[src/design/tdr_pkg.sv]
`default_nettype none
// ----------------------------------------------------------------------------
// tdr_pkg
// Shared types and constants of the trie dictionary rewriter: item
// structs, item kinds, cell entry layout and memory control bundle.
// ----------------------------------------------------------------------------
package tdr_pkg;

  localparam int unsigned DEF_CELL_DEPTH    = 65536;
  localparam int unsigned DEF_INFO_DEPTH    = 65536;
  localparam int unsigned DEF_ALPHABET_SIZE = 256;
  localparam int unsigned DEF_MAX_INFO_LEN  = 63;

  // Width for range compares: holds the largest depth and any 17-bit sum
  localparam int unsigned CMP_W = 25;

  typedef enum logic [1:0] {
    KIND_SYMBOL = 2'd0,
    KIND_ALPHA  = 2'd1,
    KIND_CELL   = 2'd2,
    KIND_INFO   = 2'd3
  } kind_t;

  typedef struct packed {
    kind_t       kind;
    logic [15:0] symbol;
    logic [15:0] load_address;
    logic [15:0] load_value;
    logic [7:0]  load_check;
  } in_item_t;

  typedef struct packed {
    logic [15:0] out_symbol;
    logic        last;
  } out_item_t;

  typedef struct packed {
    logic [15:0] target;
    logic [7:0]  check;
  } cell_entry_t;

  typedef struct packed {
    logic wr_en;
    logic rd_en;
  } mem_ctl_t;

endpackage
`default_nettype wire

[src/design/tdr_alpha_map.sv]
`default_nettype none
// ----------------------------------------------------------------------------
// tdr_alpha_map
// Symbol to letter code map: single-port memory with one valid bit per
// entry, so that an entry never written reads as code zero.
// ----------------------------------------------------------------------------
module tdr_alpha_map #(
  parameter int unsigned ALPHABET_SIZE = tdr_pkg::DEF_ALPHABET_SIZE
) (
  input  wire logic                             clk,
  input  wire logic                             rst_n,
  input  wire tdr_pkg::mem_ctl_t                ctl,
  input  wire logic [$clog2(ALPHABET_SIZE)-1:0] addr,
  input  wire logic [7:0]                       wr_code,
  output logic [7:0]                            rd_code
);
  import tdr_pkg::*;

  logic [7:0]               mem [ALPHABET_SIZE];
  logic [ALPHABET_SIZE-1:0] valid_r;
  logic [7:0]               rd_code_r;

  always_ff @(posedge clk) begin
    if (ctl.wr_en) begin
      mem[addr] <= wr_code;
    end
    if (ctl.rd_en) begin
      rd_code_r <= valid_r[addr] ? mem[addr] : 8'd0;
    end
  end

  always_ff @(posedge clk) begin
    if (!rst_n) begin
      valid_r <= '0;
    end else if (ctl.wr_en) begin
      valid_r[addr] <= 1'b1;
    end
  end

  assign rd_code = rd_code_r;

endmodule
`default_nettype wire

[config.mk]
export PLATFORM = sky130hd
export DESIGN_NAME = tdr_alpha_map
export DESIGN_NICKNAME = d
export VERILOG_FILES = /design/src/design/tdr_pkg.sv /design/src/design/tdr_alpha_map.sv
export SDC_FILE = /design/constraint.sdc
export NUM_CORES = 2
export LEC_CHECK = 0
export BUFFER_PORTS_ARGS = -buffer_cell sky130_fd_sc_hd__buf_2
export CORE_MARGIN = 1.5
export CORE_UTILIZATION = 29
export CTS_CLUSTER_DIAMETER = 150
export CTS_CLUSTER_SIZE = 16
export DETAILED_ROUTE_END_ITERATION = 8
export GPL_ROUTABILITY_DRIVEN = 0
export GPL_TIMING_DRIVEN = 0
export PLACE_DENSITY = 0.52
export SYNTH_ARGS = -nofsm -noshare
export SYNTH_HDL_FRONTEND = slang
export SYNTH_SLANG_ARGS = --single-unit
[constraint.sdc]
create_clock -name clk -period 4.3 [get_ports clk]
set_clock_uncertainty 0.15 [all_clocks]
set_input_delay 0.43 -clock clk [delete_from_list [all_inputs] [get_ports clk]]
set_output_delay 0.43 -clock clk [all_outputs]
set_load 0.01 [all_outputs]
-- Yosys cells after proc, flatten, opt, wreduce, memory -nomap -nowiden
Memories as Yosys holds them, arrays and structs flattened. A register that Yosys moved wholly into a read port is not among the register bits.
Index checks and enable logic that the tools add are counted.
- flip-flop bits (word level): 256
- bits in writable memories: 2048
- input bits: 20
- output and inout bits: 8
- word-level logic and storage cells: 13
- memories kept: 1
- memory list (name ; depth ; bits a word ; rd ports ; clocked after memory_dff ; write ports ; RTL line ; text):
    mem ; 256 ; 8 ; 1 ; 1 ; 1 ; tdr_alpha_map.sv:19 ; logic [7:0] mem [ALPHABET_SIZE];
- $lt $le $gt $ge: 2
- muxes and demuxes: 6
- bitwise gates (word level): 1
- reductions and logical operators: 2
- operators with widths (kind ; count):
    $or 256x256->256 ; 1
    $lt 8x9->1 const B ; 1
    $bmux 1 s8 ; 1
    $demux 1 s8 ; 1
    $ge 8x1->1 const B ; 1
    $mux 1 ; 4
    $logic_and 1x1->1 ; 1
    $logic_not 1->1 ; 1

-- Logic depth before layout (Yosys ltp)
- word-level depth: 5
- mapped depth: 11
- gate-level depth less buffers: 6

-- Worst setup path after synthesis
Ideal clock, no wire load.
- path type: input port to flip-flop
- start: in addr[1]
- end: mem mem[148][0] (enable)
- setup time: 0.386 ns
- arrival: 2.506 ns
- required time: 3.764 ns
- path slack: 1.258 ns
- cell stages on the path: 8
- buffers on the path: 6
- path through: buf_2 buf_2 clkbuf_1 buf_2 buf_2 or2_2 clkbuf_1 nor3_1
- RTL lines (item ; RTL line ; text):
    from (decl) ; tdr_alpha_map.sv:13 ; input wire logic [$clog2(ALPHABET_SIZE)-1:0] addr,
    to (decl) ; tdr_alpha_map.sv:19 ;
Straight into the memory's write port.

-- Worst setup path after layout
- start: in addr[2]
- end: mem mem[64][6] (enable)
Straight into the memory's write port.

==> run_results.csv <==
group,metric,value,unit
synthesis,postSynthCellCount,4223,
placement,post_dp_cell_area,93880,µm²
global_route,antenna_found_initial,17,
min_path,hold_class,"input pin to flip-flop",
finish,mostFrequentLayoutCell,"edfxtp_1",
finish,regArea,66860,µm²
worst_setup_path,cp_data_required_time,4600,ps
min_path,worstHoldPathCells,2,
finish,num-nets-final,4477,
routing,post_drt_wl_per_cell,31.51,µm
die,num_rows,201,
routing,first_pass_iters,5,
worst_setup_path,worstSetupPathType,"input pin to flip-flop",
placement,port_buffers,22,
timing,fin_crit,4427,ps
clock_tree,clockBufferDepth,3,
die,die_area,305900,µm²
synthesis,avgSynthCellArea,20.78,µm²
worst_setup_path,cp_slowest_cell,"nor2_1",
worst_setup_path,startpoint_type,"input pin",
clock_tree,cts_setup_buffers,0,
min_path,hp-start,"wr_code[2]",
die,dieHeight,553.1,µm
timing,fin_crit_sh,103.0,%
timing,fmax,225.9,MHz
timing,slew_violations,43,
job,maxCapViolations,4,
finish,final_cell_mix,"edfxtp_1, mux4_2, a22oi_1",
routing,ant_nets,0,
worst_setup_path,worstRegToRegCells,7,
pwr,peakVddDrop,0.4099,mV
global_route,grt_util_all_layers,17.29,%
worst_setup_path,endpoint_kind,"flip-flop",
worst_setup_path,r2r_end,"rd_code[2]$_SDFFCE_PN0P_",
worst_setup_path,cpPeakStageDelay,860,ps
global_route,overflow,0,
die,die_w,553.1,µm
placement,place_hpwl,182100,µm
min_path,holdPathEnd,"mem[159][2]$_DFFE_PP_",
timing,hold_viol_final,0,
global_route,grt_max_degree,136,
worst_setup_path,cp_common_cell,"clkbuf_2",
routing,drt_iter0_drc,5677,
synthesis,ys.warnings.count,0,
pwr,fin_total_pwr,41.86,mW
timing,setup_violations,136,
synthesis,synth.distinct_cells,26,
pwr,power.leakage,29.36,nW
routing,via_per_inst,5.255,
routing,finalWirelength,269400,µm
finish,drive_gt1_share,23.55,%
clock_tree,h-tree-depth,4,
finish,multiInputGateArea,20070,µm²
routing,route.detailed.drc,0,
routing,via_count,44920,
clock_tree,root_buffer,"clkbuf_16",
global_route,grt_pass1_vias,44790,
finish,fill_cells,28240,
synthesis,seq_area_frac_synth,76.20,%
worst_setup_path,cp.arrival,4720,ps
clock_tree,clock-sinks,2312,
clock_tree,cts_tree,"built",
synthesis,ys_seq_elements,2312,
timing,worstMarginPinSlew,1592,ps
worst_setup_path,crit_chain,"buf_2 > nor2_1 > clkbuf_2 > clkbuf_2 > clkbuf_2 > nand3_1 > buf_2 > nor2_1",
worst_setup_path,reg2reg_setup_slack,580,ps
timing,grt_setup_unrepaired,"true",
placement,place_ws,-2198,ps
worst_setup_path,worstPathMaxFanout,10,
global_route,grt_first_pass_wirelength,368600,µm
clock_tree,clk_latency,840,ps
timing,fin_ws,-127.0,ps
synthesis,synth.net_count,4243,
clock_tree,clk_pin_slew_worst_paths,70,ps
die,start_util,29.20,%
clock_tree,cts_buffers,163,
status,violations,"max-capacitance violations, max-slew violations, negative setup slack",
finish,syn_to_final_growth,12.99,%
synthesis,synthesis.area,87750,µm²
timing,relSlewSlack,-6.129,%
die,boundaryPins,28,
status,status,"finished, violations left",
die,core,300500,µm²
worst_setup_path,r2r-start,"valid_r[239]$_SDFFE_PN0P_",
pwr,powerDensity,422.2,nW/µm²
finish,final_cell_area,99150,µm²
## what timing repair did
action                      CTS  global route
gates resized for setup     112            20
pin swaps                     0             0
hold buffers                  7             0
hold endpoints to repair    242             0
setup endpoints to repair  1313           229
gates cloned                  0             0
## sequential cells by signal (all words and copies together), names as in the netlist
signal   flops
mem       2048
valid_r    256
rd_code      8
## synth_stat cells, drive strengths merged
library cell,n,area (µm²)
o21a,256,1922
a22oi,288,2162
or4b,1,10.01
mux4,576,12970
clkbuf,160,600.6
buf,126,787.0
nand2,20,75.07
nor2b,7,43.79
and2,3,18.77
and4,1,8.760
nand2b,6,37.54
nor2,213,799.5
o41ai,36,315.3
nand3,9,45.04
or2,3,18.77
inv,1,3.750
nand4b,1,8.760
or3,4,25.02
dfxtp,256,5125
nor3,48,240.2
a41oi,8,70.07
edfxtp,2056,61740
a21oi,144,720.7
## cell type report
cell class | instances | share of cell area (%)
plain buffers | 282 | 1.512
diodes | 4 | 0.01010
repair buffers | 73 | 0.9995
well taps | 3958 | 4.995
flip-flops and latches | 2312 | 67.44
inverters | 1 | 0.003786
clock inverters | 13 | 0.1729
multi-input cells | 1624 | 20.24
clock buffers | 281 | 4.625
## kinds of logic after synthesis
logic type | count (synthesis) | synth area share (%)
compound gates | 732 | 5.915
buf+inv | 287 | 1.586
flops | 2312 | 76.20
mux | 576 | 14.78
simple gates | 316 | 1.517
## per-layer routing
layer	wire, µm	GRT usage, %	share of wire (%)
met5	29	0	0.011
met3	19820	3.383	7.4
met1	112800	23.44	42
met2	126400	27.49	47
met4	10390	6.442	3.9
## critical path: cells and delay by family
family	cells	cell delay [ps]
buffers and inverters	5	2560
AND/OR/NAND/NOR	3	1630
## worst max path at each step
stage	start	endpoint	slack (ps)	cells after the start
final	addr[2]	mem[64][6]$_DFFE_PP_	-130	8
after global routing	addr[1]	mem[222][6]$_DFFE_PP_	-90	9
after CTS	addr[1]	mem[98][0]$_DFFE_PP_	-60	9
after detailed placement	addr[1]	rd_code[3]$_SDFFCE_PN0P_	-2200	9
after global placement	addr[2]	mem[210][6]$_DFFE_PP_	-2590	8
after floorplan	addr[1]	mem[148][0]$_DFFE_PP_	1260	8
## power breakdown
part	internal [mW]	leakage, nW	switching [mW]	total [mW]
combinational	0.716	6.55	1.65	2.37
sequential	24.4	20.5	0.0165	24.5
clock	7.30	2.25	7.74	15.0
total	32.5	29.4	9.41	41.9
## per-stage QoR
| step | cells | setup TNS (ps) | hold slack (ps) | utilization [%] |
|---|---|---|---|---|
| final | 8548 | -9691 | 7.189 | 32.99 |
| after global routing | 8547 | -5033 | 12.44 | 32.99 |
| after CTS | 8544 | -598.7 | 5.206 | 32.96 |
| after detailed placement | 8247 | -2126920 | 297.6 | 31.24 |
| after global placement | 8203 | -4626500 | 290.3 | 30.88 |
| after floorplan | 4223 | 0 | 285.4 | - |
No activity file was read; power rests on OpenSTA's default activity.
